`src/slpq_pkg.sv`:
```
// ---------------------------------------------------------------------------
// slpq_pkg
// Types and constants shared by the sorted list priority queue files
// ---------------------------------------------------------------------------
`default_nettype none

package slpq_pkg;

  // field widths
  localparam int DATA_W = 8;
  localparam int OP_W   = 2;
  localparam int STAT_W = 2;

  // default number of stored values
  localparam int DEPTH_DEFAULT = 16;

  // request codes
  typedef enum logic [OP_W-1:0] {
    OP_DUMP   = 2'd0,
    OP_INSERT = 2'd1,
    OP_REMOVE = 2'd2
  } op_t;

  // result status codes
  typedef enum logic [STAT_W-1:0] {
    STAT_OK       = 2'd0,
    STAT_INSERTED = 2'd1,
    STAT_EMPTY    = 2'd2,
    STAT_FULL     = 2'd3
  } status_t;

  // sequencer states
  typedef enum logic [2:0] {
    S_IDLE,
    S_INS_CMP,
    S_INS_HEAD,
    S_REM_HEAD,
    S_REM_SHIFT,
    S_DUMP,
    S_RESP
  } state_t;

endpackage

`default_nettype wire

```
`src/slpq_ram.sv`:
```
// ---------------------------------------------------------------------------
// slpq_ram
// Generic single write, single read RAM with a registered read port
// ---------------------------------------------------------------------------
`default_nettype none

module slpq_ram #(
  parameter int WIDTH = 8,
  parameter int DEPTH = 16,
  localparam int AW = $clog2(DEPTH)
) (
  input  wire logic             clk,
  input  wire logic             wr_en,
  input  wire logic [AW-1:0]    wr_addr,
  input  wire logic [WIDTH-1:0] wr_data,
  input  wire logic             rd_en,
  input  wire logic [AW-1:0]    rd_addr,
  output logic      [WIDTH-1:0] rd_data
);

  logic [WIDTH-1:0] mem [DEPTH];

  // write port
  always_ff @(posedge clk) begin
    if (wr_en) begin
      mem[wr_addr] <= wr_data;
    end
  end

  // registered read, holds when not enabled
  always_ff @(posedge clk) begin
    if (rd_en) begin
      rd_data <= mem[rd_addr];
    end
  end

endmodule

`default_nettype wire

```
`src/sorted_list_priority_queue.sv`:
```
// ---------------------------------------------------------------------------
// sorted_list_priority_queue
// Bounded priority queue of signed 8-bit values kept in ascending order
// ---------------------------------------------------------------------------
// Usage:
//   Request beats (opcode, value) enter on in_valid/in_ready; result beats
//   (status, data, last) leave on out_valid/out_ready. in_ready is high only
//   while the sequencer is idle, so one request is worked on at a time.
//   The values sit in one RAM with a registered read; each step of the
//   sequencer does at most one RAM read and one RAM write, on that single port pair.
//   Insert into an empty queue writes the head, else larger or equal values
//     move up one slot, top first. Remove reads the head, then moves the rest
//     down one slot. Full and empty requests go straight to the result. Dump:
//     one beat per cycle when the receiver keeps out_ready high.
//   Each request gives one result beat, except dump with occupancy values
//   (one beat per value, last on the final one) and opcode three (none).
//   Results go through an output register; when the receiver stalls, the
//   beat holds and the sequencer waits before loading the next one.
//   Reset clears the occupancy and the output valid; the RAM is not cleared,
//   entries at or above the occupancy are never read.
// ---------------------------------------------------------------------------
`default_nettype none

module sorted_list_priority_queue
  import slpq_pkg::*;
#(
  parameter int DEPTH = DEPTH_DEFAULT
) (
  input  wire logic                     clk,
  input  wire logic                     rst,
  input  wire logic                     in_valid,
  output logic                          in_ready,
  input  wire logic [OP_W-1:0]          opcode,
  input  wire logic signed [DATA_W-1:0] value,
  output logic                          out_valid,
  input  wire logic                     out_ready,
  output logic [STAT_W-1:0]             status,
  output logic signed [DATA_W-1:0]      data,
  output logic                          last
);

  localparam int AW = $clog2(DEPTH);
  localparam int CW = $clog2(DEPTH + 1);

  state_t state, state_next;

  logic [CW-1:0]     occ, occ_next;
  logic [CW-1:0]     cnt, cnt_next;
  logic [AW-1:0]     idx, idx_next;
  logic [DATA_W-1:0] val, val_next;
  status_t           resp_status, resp_status_next;
  logic [DATA_W-1:0] resp_data, resp_data_next;

  logic              ram_wr_en;
  logic [AW-1:0]     ram_wr_addr;
  logic [DATA_W-1:0] ram_wr_data;
  logic              ram_rd_en;
  logic [AW-1:0]     ram_rd_addr;
  logic [DATA_W-1:0] ram_rd_data;

  logic              load_out;
  status_t           out_status_next;
  logic [DATA_W-1:0] out_data_next;
  logic              out_last_next;

  logic in_fire, can_load;
  logic occ_zero, occ_full, idx_one, cnt_one, seq_end, ins_stop;

  // value store
  slpq_ram #(
    .WIDTH (DATA_W),
    .DEPTH (DEPTH)
  ) u_ram (
    .clk     (clk),
    .wr_en   (ram_wr_en),
    .wr_addr (ram_wr_addr),
    .wr_data (ram_wr_data),
    .rd_en   (ram_rd_en),
    .rd_addr (ram_rd_addr),
    .rd_data (ram_rd_data)
  );

  // handshake and shared conditions
  assign in_ready = (state == S_IDLE);
  assign in_fire  = in_valid && in_ready;
  assign can_load = !out_valid || out_ready;
  assign occ_zero = (occ == '0);
  assign occ_full = (occ == CW'(DEPTH));
  assign idx_one  = (idx == AW'(1));
  assign cnt_one  = (cnt == CW'(1));
  assign seq_end  = ((CW'(idx) + CW'(1)) == cnt);
  assign ins_stop = ($signed(val) > $signed(ram_rd_data));

  // next state
  always_comb begin
    state_next = state;
    unique case (state)
      S_IDLE: begin
        if (in_fire) begin
          unique case (opcode)
            OP_DUMP:   state_next = occ_zero ? S_RESP : S_DUMP;
            OP_INSERT: begin
              if (occ_full) begin
                state_next = S_RESP;
              end else begin
                state_next = occ_zero ? S_INS_HEAD : S_INS_CMP;
              end
            end
            OP_REMOVE: state_next = occ_zero ? S_RESP : S_REM_HEAD;
            default:   state_next = S_IDLE;
          endcase
        end
      end
      S_INS_CMP: begin
        if (ins_stop) begin
          state_next = S_RESP;
        end else if (idx_one) begin
          state_next = S_INS_HEAD;
        end
      end
      S_INS_HEAD:  state_next = S_RESP;
      S_REM_HEAD:  state_next = cnt_one ? S_RESP : S_REM_SHIFT;
      S_REM_SHIFT: state_next = seq_end ? S_RESP : S_REM_SHIFT;
      S_DUMP: begin
        if (can_load && seq_end) begin
          state_next = S_IDLE;
        end
      end
      S_RESP: begin
        if (can_load) begin
          state_next = S_IDLE;
        end
      end
      default: state_next = S_IDLE;
    endcase
  end

  // datapath controls and register updates
  always_comb begin
    occ_next         = occ;
    cnt_next         = cnt;
    idx_next         = idx;
    val_next         = val;
    resp_status_next = resp_status;
    resp_data_next   = resp_data;
    ram_wr_en        = 1'b0;
    ram_wr_addr      = idx;
    ram_wr_data      = ram_rd_data;
    ram_rd_en        = 1'b0;
    ram_rd_addr      = idx;
    load_out         = 1'b0;
    out_status_next  = resp_status;
    out_data_next    = resp_data;
    out_last_next    = 1'b1;
    unique case (state)
      S_IDLE: begin
        if (in_fire) begin
          cnt_next       = occ;
          resp_data_next = '0;
          unique case (opcode)
            OP_DUMP: begin
              if (occ_zero) begin
                resp_status_next = STAT_EMPTY;
              end else begin
                ram_rd_en   = 1'b1;
                ram_rd_addr = '0;
                idx_next    = '0;
              end
            end
            OP_INSERT: begin
              if (occ_full) begin
                resp_status_next = STAT_FULL;
              end else begin
                resp_status_next = STAT_INSERTED;
                val_next         = value;
                occ_next         = occ + CW'(1);
                idx_next         = occ[AW-1:0];
                if (!occ_zero) begin
                  ram_rd_en   = 1'b1;
                  ram_rd_addr = occ[AW-1:0] - AW'(1);
                end
              end
            end
            OP_REMOVE: begin
              if (occ_zero) begin
                resp_status_next = STAT_EMPTY;
              end else begin
                resp_status_next = STAT_OK;
                occ_next         = occ - CW'(1);
                ram_rd_en        = 1'b1;
                ram_rd_addr      = '0;
              end
            end
            default: begin
              cnt_next = cnt;
            end
          endcase
        end
      end
      // walk down from the top, moving larger or equal values up one slot
      S_INS_CMP: begin
        ram_wr_en   = 1'b1;
        ram_wr_addr = idx;
        if (ins_stop) begin
          ram_wr_data = val;
        end else begin
          ram_wr_data = ram_rd_data;
          if (!idx_one) begin
            ram_rd_en   = 1'b1;
            ram_rd_addr = idx - AW'(1) - AW'(1);
            idx_next    = idx - AW'(1);
          end
        end
      end
      S_INS_HEAD: begin
        ram_wr_en   = 1'b1;
        ram_wr_addr = '0;
        ram_wr_data = val;
      end
      // capture the head, then start moving the rest down
      S_REM_HEAD: begin
        resp_data_next = ram_rd_data;
        if (!cnt_one) begin
          ram_rd_en   = 1'b1;
          ram_rd_addr = AW'(1);
          idx_next    = AW'(1);
        end
      end
      S_REM_SHIFT: begin
        ram_wr_en   = 1'b1;
        ram_wr_addr = idx - AW'(1);
        ram_wr_data = ram_rd_data;
        if (!seq_end) begin
          ram_rd_en   = 1'b1;
          ram_rd_addr = idx + AW'(1);
          idx_next    = idx + AW'(1);
        end
      end
      // one value per beat, next read issued as the current one is loaded
      S_DUMP: begin
        if (can_load) begin
          load_out        = 1'b1;
          out_status_next = STAT_OK;
          out_data_next   = ram_rd_data;
          out_last_next   = seq_end;
          if (!seq_end) begin
            ram_rd_en   = 1'b1;
            ram_rd_addr = idx + AW'(1);
            idx_next    = idx + AW'(1);
          end
        end
      end
      S_RESP: begin
        if (can_load) begin
          load_out = 1'b1;
        end
      end
      default: begin
        load_out = 1'b0;
      end
    endcase
  end

  // control registers
  always_ff @(posedge clk) begin
    if (rst) begin
      state <= S_IDLE;
      occ   <= '0;
    end else begin
      state <= state_next;
      occ   <= occ_next;
    end
  end

  // working registers
  always_ff @(posedge clk) begin
    cnt         <= cnt_next;
    idx         <= idx_next;
    val         <= val_next;
    resp_status <= resp_status_next;
    resp_data   <= resp_data_next;
  end

  // output register
  always_ff @(posedge clk) begin
    if (rst) begin
      out_valid <= 1'b0;
    end else if (load_out) begin
      out_valid <= 1'b1;
    end else if (out_ready) begin
      out_valid <= 1'b0;
    end
  end

  always_ff @(posedge clk) begin
    if (load_out) begin
      status <= out_status_next;
      data   <= $signed(out_data_next);
      last   <= out_last_next;
    end
  end

endmodule

`default_nettype wire

```
`config.mk`:
```
export PLATFORM = sky130hd
export DESIGN_NAME = sorted_list_priority_queue
export DESIGN_NICKNAME = d
export VERILOG_FILES = /design/src/slpq_pkg.sv /design/src/slpq_ram.sv /design/src/sorted_list_priority_queue.sv
export SDC_FILE = /design/constraint.sdc
export NUM_CORES = 1
export LEC_CHECK = 0
export ABC_AREA = 1
export BUFFER_PORTS_ARGS = -buffer_cell sky130_fd_sc_hd__buf_2
export CORE_MARGIN = 5
export CORE_UTILIZATION = 31
export DETAILED_ROUTE_END_ITERATION = 8
export GPL_TIMING_DRIVEN = 0
export SLEW_MARGIN = 20
export SYNTH_ARGS = -nofsm -noshare
export SYNTH_HDL_FRONTEND = slang
export SYNTH_SLANG_ARGS = --single-unit
```
`constraint.sdc`:
```
create_clock -name clk -period 3.7 [get_ports clk]
set_input_delay 1.11 -clock clk [delete_from_list [all_inputs] [get_ports clk]]
set_output_delay 1.11 -clock clk [all_outputs]
set_load 0.1 [all_outputs]
```
==> run summary, run 1 <==
global-route wire length before repair: 37070 µm
vias in the first global route: 6455
clock sink count: 183
multi-input logic area: 3251 µm²
Synth area leaders: edfxtp_1 56%, nand2_1 8.9%, nand3_1 7.2%
Post-synth EDFFs: 174
hold crit path type: flop to flop
Period minus WS final: 3.506 ns
proportion of layout cells with a drive suffix above 1: 0.1618
starting density of the core: 0.3137
io pins: 27
Mapped Nets: 966
Hold-fix buffers, CTS: 0
post-synth top area share: 0.5635
Port-buffer cells: 26
Seq. cell area: 5405 µm²
fill count: 2934
total track usage: 0.1423
mean cell area of the mapped netlist: 9.971 µm²
vias after detailed routing: 6665
global route total overflow: 0
slowest CP cell: edfxtp_1
Syn Inst Count: 930
CTS tree: yes
most frequent cell after synthesis: nand2_1
Clock Tree Root: clkbuf_16
Synth Flop Type: edfxtp_1
# setup viols final: 0
largest family of logic cells by synthesized area: simple AND/OR/NAND/NOR gates
area grow syn2layout: 13.79%
Post-Syn Area: 9273 µm²
site row count: 63
worst-margin pin slew: 1.038 ns
XOR/XNOR Fraction of Synth Area: 0.009445
wire per inst: 16.98 µm
largest net degree at the start of global routing: 18
Final Hold Vio Count: 0
fin nets: 1018
Synth cell types: 46
ys async rst share: 0
RePlAce Congestion: 0.9198
clock buffer depth: 2
final worst-path cycle share: 0.9475
DP HPWL: 17310 µm
Simple-Gate Fraction of Synth Area: 0.2589
Die ar.: 33470 µm²
top cells by count, synth: 219 x nand2_1, 174 x edfxtp_1, 134 x nand3_1
clk_lat worst skew: 0.43 ns
most frequent CP cell: nand3_1
Synth area leader: edfxtp_1
DR pass1 iterations: 5
Crit Path Class: flop to flop
cts bufs inserted: 17
run status: completed
clock skew: 0.01074 ns
Max stage delay on crit path: 0.34 ns
Worst setup EP type: flop
Worst EP required: 3.87 ns
via density per instance: 4.812
Core Area: 29560 µm²
DR DRC count: 0
register area share after synthesis: 0.5829
Max Cap Viol: 0
Synth Area in Adders: 0.03050
Final Slew Violations: 0
mux contribution to synthesized area: 0
number of synthesis warnings: 0
drt initial violations: 584
crit start category: flop
synthesized flop and latch total: 183
Cell Area, Placed: 9990 µm²
Die Height: 183.0 µm
crit-path max FO: 10
fmax: 285.2 MHz
antenna-violating nets left: 0
DRT Wirelength: 23520 µm
H-tree level count: 4
RSZ-0062 raised after global routing: false
Compound-Gate Fraction of Synth Area: 0.04750
CTS clk-pin slew, worst paths: 0.07 ns
initial antenna violation count: 0
crit path cell chain: buf_2, clkinvlp_4, ha_1, buf_2, xnor2_1, nand3_1, nor2_1, nand3_1, nand3_1, nand2_1, o21ai_2, nor2_1, nor2_4, buf_4, nand3_1, nand3_1, nand2_1
number of diodes: 0
Worst Path Arrival: 3.68 ns
Max-Slew Margin vs Limit: 0.2990
fin area: 10550 µm²
die span in x: 183.0 µm
-- through the flow --
stage	utilization	setup WS, ns	hold slack, ns	TNS, ns	cells
finish	0.3570	0.1941	0.5292	0	1385
floorplan	-	0.7029	0.4755	0	930
detailed placement	0.3379	-0.05602	0.5160	-0.1882	1351
global placement	0.3346	-0.2728	0.5176	-14.61	1346
CTS	0.3563	0.2706	0.5325	0	1383
global route	0.3570	0.001524	0.5634	0	1385
-- routing by layer --
metal | track usage | up-vias | routed length [µm]
met1 | 0.2013 | 3162 | 10940
li1 | - | 3278 | -
met5 | 0 | - | 0
met2 | 0.2276 | 196 | 10870
met3 | 0.01964 | 29 | 1190
met4 | 0.04470 | 0 | 524
-- critical path, delay by kind of cell (launching register included) --
| kind | cells | cell delay, ns |
|---|---|---|
| adder cells (fa/ha/maj) | 1 | 0.30 |
| buffers and inverters | 4 | 0.90 |
| flip-flops | 1 | 0.34 |
| AO/OA/AOI/OAI | 1 | 0.10 |
| AND/OR/NAND/NOR | 10 | 1.45 |
| XOR/XNOR | 1 | 0.14 |
-- registers in the layout, summed over array words and instances (netlist names), 4 cells and up --
signal         cells
resp_data          8
data               8
val                8
u_ram.rd_data      8
idx                4
u_ram.mem        128
cnt                5
occ                5
-- cell families after synthesis --
kind of cell    Yosys count
simple gates            494
buf+inv                 146
xor+xnor                 10
fa+ha+maj                22
compound gates           75
flops                   183
-- final cells by class --
type                       instances  area share
clock buffer                      17     0.04032
buffer                            38     0.02372
inverter                         108     0.03878
multi-input combinational        601      0.3081
tap                              390     0.04625
sequential                       183      0.5123
clock inverter                    15     0.01115
timing repair buffer              33     0.01945
-- final timing paths --
path	startpoint	to	slack (ns)	cells after the start
max reg2reg	idx[1]$_DFFE_PP_	u_ram.rd_data[5]$_DFFE_PP_	0.19	17
min	resp_data[2]$_SDFFCE_PN0P_	data[2]$_DFFE_PP_	0.53	2
max	idx[1]$_DFFE_PP_	u_ram.rd_data[5]$_DFFE_PP_	0.19	17
min reg2reg	resp_data[2]$_SDFFCE_PN0P_	data[2]$_DFFE_PP_	0.53	2
-- placed cells by master, fill, tap and decap left out, drive strengths merged --
| cell | n |
|---|---|
| a211oi | 2 |
| nand3b | 24 |
| and3 | 1 |
| clkinvlp | 5 |
| nand2 | 226 |
| inv | 113 |
| edfxtp | 174 |
| fa | 1 |
| nand3 | 159 |
| o221ai | 1 |
| a21boi | 1 |
| a31oi | 4 |
| o22ai | 3 |
| ha | 21 |
| a41oi | 2 |
| clkbuf | 21 |
| o211ai | 2 |
| dfxtp | 9 |
| xor2 | 6 |
| o21bai | 1 |
| nand4 | 9 |
| nor2 | 68 |
| a21oi | 29 |
| a22o | 1 |
| or2 | 1 |
| o2111ai | 2 |
| xnor2 | 4 |
| nor3b | 1 |
| buf | 67 |
| clkinv | 5 |
| nor3 | 5 |
| o21ai | 27 |
-- repair_timing --
action | in CTS | in global routing
gates resized for setup | 0 | 1
buffers inserted | 0 | 2
endpoints found under the setup margin | 0 | 1
Power of run 1 is left out: the tool's default activity adds up to more than one toggle a clock period on the data nets, which glitch-free logic cannot reach.
==> inputs of run 2 (changes only) <==
--- a/config.mk
+++ b/config.mk
@@ -6,7 +6,7 @@
 export NUM_CORES = 1
 export LEC_CHECK = 0
 export ABC_AREA = 1
-export BUFFER_PORTS_ARGS = -buffer_cell sky130_fd_sc_hd__buf_2
+export BUFFER_PORTS_ARGS = -buffer_cell sky130_fd_sc_hd__buf_4
 export CORE_MARGIN = 5
 export CORE_UTILIZATION = 31
 export DETAILED_ROUTE_END_ITERATION = 8
==> run summary, run 2 (synthesized netlist as in run 1, its figures left out) <==
drt initial violations: 606 (was 584)
Die Height: 183.0 µm (unchanged)
clk_lat worst skew: 0.44 ns (was 0.43 ns)
via density per instance: 4.806 (was 4.812)
setup TNS: 0 ns (unchanged)
Worst R2R Path Depth: 19 (was 17)
PnR worst setup slack: 0.2488 ns (was 0.1941 ns)
reg2reg end: u_ram.rd_data[0]$_DFFE_PP_ (was u_ram.rd_data[5]$_DFFE_PP_)
Cells on Worst Hold Path: 2 (unchanged)
worst-margin pin slew: 0.9492 ns (was 1.038 ns)
RSZ-0062 raised after global routing: false (unchanged)
site row count: 63 (unchanged)
Final Slew Violations: 0 (unchanged)
total track usage: 0.1401 (was 0.1423)
Worst setup EP type: flop (unchanged)
pre-CTS setup slack: -0.03366 ns (was -0.05602 ns)
Period minus WS final: 3.451 ns (was 3.506 ns)
slowest CP cell: edfxtp_1 (unchanged)
max reg flops: 128 (unchanged)
PostCTS Resize Cnt: 0 (unchanged)
crit path cell chain: buf_2, inv_1, ha_1, buf_2, xnor2_1, nand3_1, inv_1, nand3_2, nand2_1, nand3_1, nand2_1, nand3_1, nand2_2, inv_2, buf_2, nand2_1, nand3_1, nand3_1, nand2_1 (was buf_2, clkinvlp_4, ha_1, buf_2, xnor2_1, nand3_1, nor2_1, nand3_1, nand3_1, nand2_1, o21ai_2, nor2_1, nor2_4, buf_4, nand3_1, nand3_1, nand2_1)
final worst-path cycle share: 0.9328 (was 0.9475)
starting density of the core: 0.3137 (unchanged)
DRT Wirelength: 23470 µm (was 23520 µm)
H-tree level count: 4 (unchanged)
fmax: 289.8 MHz (was 285.2 MHz)
crit-path max FO: 10 (unchanged)
Hold-fix buffers, CTS: 0 (unchanged)
CTS tree: yes (unchanged)
clock sink count: 183 (unchanged)
Worst Hold Path EP: data[2]$_DFFE_PP_ (unchanged)
Final Hold Vio Count: 0 (unchanged)
io pins: 27 (unchanged)
fin nets: 1017 (was 1018)
r2r setup slk: 0.25 ns (was 0.19 ns)
Port-buffer cells: 26 (unchanged)
die span in x: 183.0 µm (unchanged)
commonest non-fill, non-tap cell in the layout: nand2_1 (unchanged)
largest net degree at the start of global routing: 20 (was 18)
Die ar.: 33470 µm² (unchanged)
number of diodes: 0 (unchanged)
Worst Path Arrival: 3.64 ns (was 3.68 ns)
Core Area: 29560 µm² (unchanged)
Max-Slew Margin vs Limit: 0.3588 (was 0.2990)
largest register by flop count: u_ram.mem (unchanged)
wire per inst: 16.96 µm (was 16.98 µm)
area grow syn2layout: 14.82% (was 13.79%)
HP Start: resp_data[2]$_SDFFCE_PN0P_ (unchanged)
run status: completed (unchanged)
DR DRC count: 0 (unchanged)
proportion of layout cells with a drive suffix above 1: 0.1620 (was 0.1618)
antenna-violating nets left: 0 (unchanged)
global-route wire length before repair: 36420 µm (was 37070 µm)
Crit Path Class: flop to flop (unchanged)
Worst EP required: 3.88 ns (was 3.87 ns)
Max stage delay on crit path: 0.38 ns (was 0.34 ns)
CTS clk-pin slew, worst paths: 0.08 ns (was 0.07 ns)
vias after detailed routing: 6651 (was 6665)
Clock Tree Root: clkbuf_16 (unchanged)
# setup viols final: 0 (unchanged)
most frequent CP cell: nand3_1 (unchanged)
Max Cap Viol: 0 (unchanged)
DP HPWL: 17450 µm (was 17310 µm)
initial antenna violation count: 0 (unchanged)
most frequent cells in the layout: 219 x nand2_1, 174 x edfxtp_1, 134 x nand3_1, 98 x inv_1, 60 x nor2_1 (was 219 x nand2_1, 174 x edfxtp_1, 134 x nand3_1, 97 x inv_1, 60 x nor2_1)
vias in the first global route: 6316 (was 6455)
clock skew: 0.01331 ns (was 0.01074 ns)
FF-to-FF Start: idx[1]$_DFFE_PP_ (unchanged)
RePlAce Congestion: 0.9438 (was 0.9198)
hold crit path type: flop to flop (unchanged)
clock buffer depth: 2 (unchanged)
global route total overflow: 0 (unchanged)
postcts setup bufs: 0 (unchanged)
cts bufs inserted: 17 (unchanged)
DR pass1 iterations: 5 (unchanged)
crit start category: flop (unchanged)
-- run 2: cell count changes in the layout (fill, tap and decap cells not counted), sizes merged --
cell	delta
clkinvlp	-5
inv	+4
buf	-1
clkinv	+1
-- run 2: final cells by class --
cell class | instances | area (µm²)
Multi-Input combinational cell | 601 | 3251
Timing Repair Buffer | 32 | 266.5
Clock inverter | 15 | 155.1
Buffer | 38 | 250.2
Fill cell | 2972 | 18910
Sequential cell | 183 | 5405
Tap cell | 390 | 488.0
Clock buffer | 17 | 425.4
Inverter | 108 | 405.4
-- run 2: worst max path at each step --
stage                                from                    endpoint  slack, ns
2_1_floorplan                   opcode[1]  u_ram.rd_data[0]$_DFFE_PP_       0.70
3_3_place_gp   u_ram.rd_data[7]$_DFFE_PP_  u_ram.mem[13][4]$_DFFE_PP_      -0.33
3_5_place_dp                    opcode[1]  u_ram.rd_data[0]$_DFFE_PP_      -0.03
4_1_cts                  idx[1]$_DFFE_PP_  u_ram.rd_data[2]$_DFFE_PP_       0.28
5_1_grt                  idx[1]$_DFFE_PP_  u_ram.rd_data[4]$_DFFE_PP_       0.01
6_report                 idx[1]$_DFFE_PP_  u_ram.rd_data[0]$_DFFE_PP_       0.25
-- run 2: worst max-delay path, delay by kind of cell (launching register included) --
family	cells	cell delay [ns]
buffers and inverters	6	1.07
adder cells (fa/ha/maj)	1	0.30
flip-flops	1	0.38
XOR/XNOR	1	0.14
AND/OR/NAND/NOR	11	1.28
-- run 2: metrics by stage --
stage	hold WS, ns	cells	util	cell area, µm²
final	0.5362	1384	0.3602	10650
after global placement	0.5179	1346	0.3368	9956
after detailed placement	0.5209	1352	0.3405	10070
after floorplan	0.4755	930	-	9273
after CTS	0.5409	1384	0.3602	10650
after global routing	0.5704	1384	0.3602	10650
-- run 2: routing by layer --
metal  vias up  global-route usage  routed length (µm)
li1       3266                   -                   -
met1      3162              0.1915               10780
met2       196              0.2327               11140
met3        27             0.02023                1149
met4         0             0.04142                 400
met5         -                   0                   0
Power of run 2 is left out for the same reason.
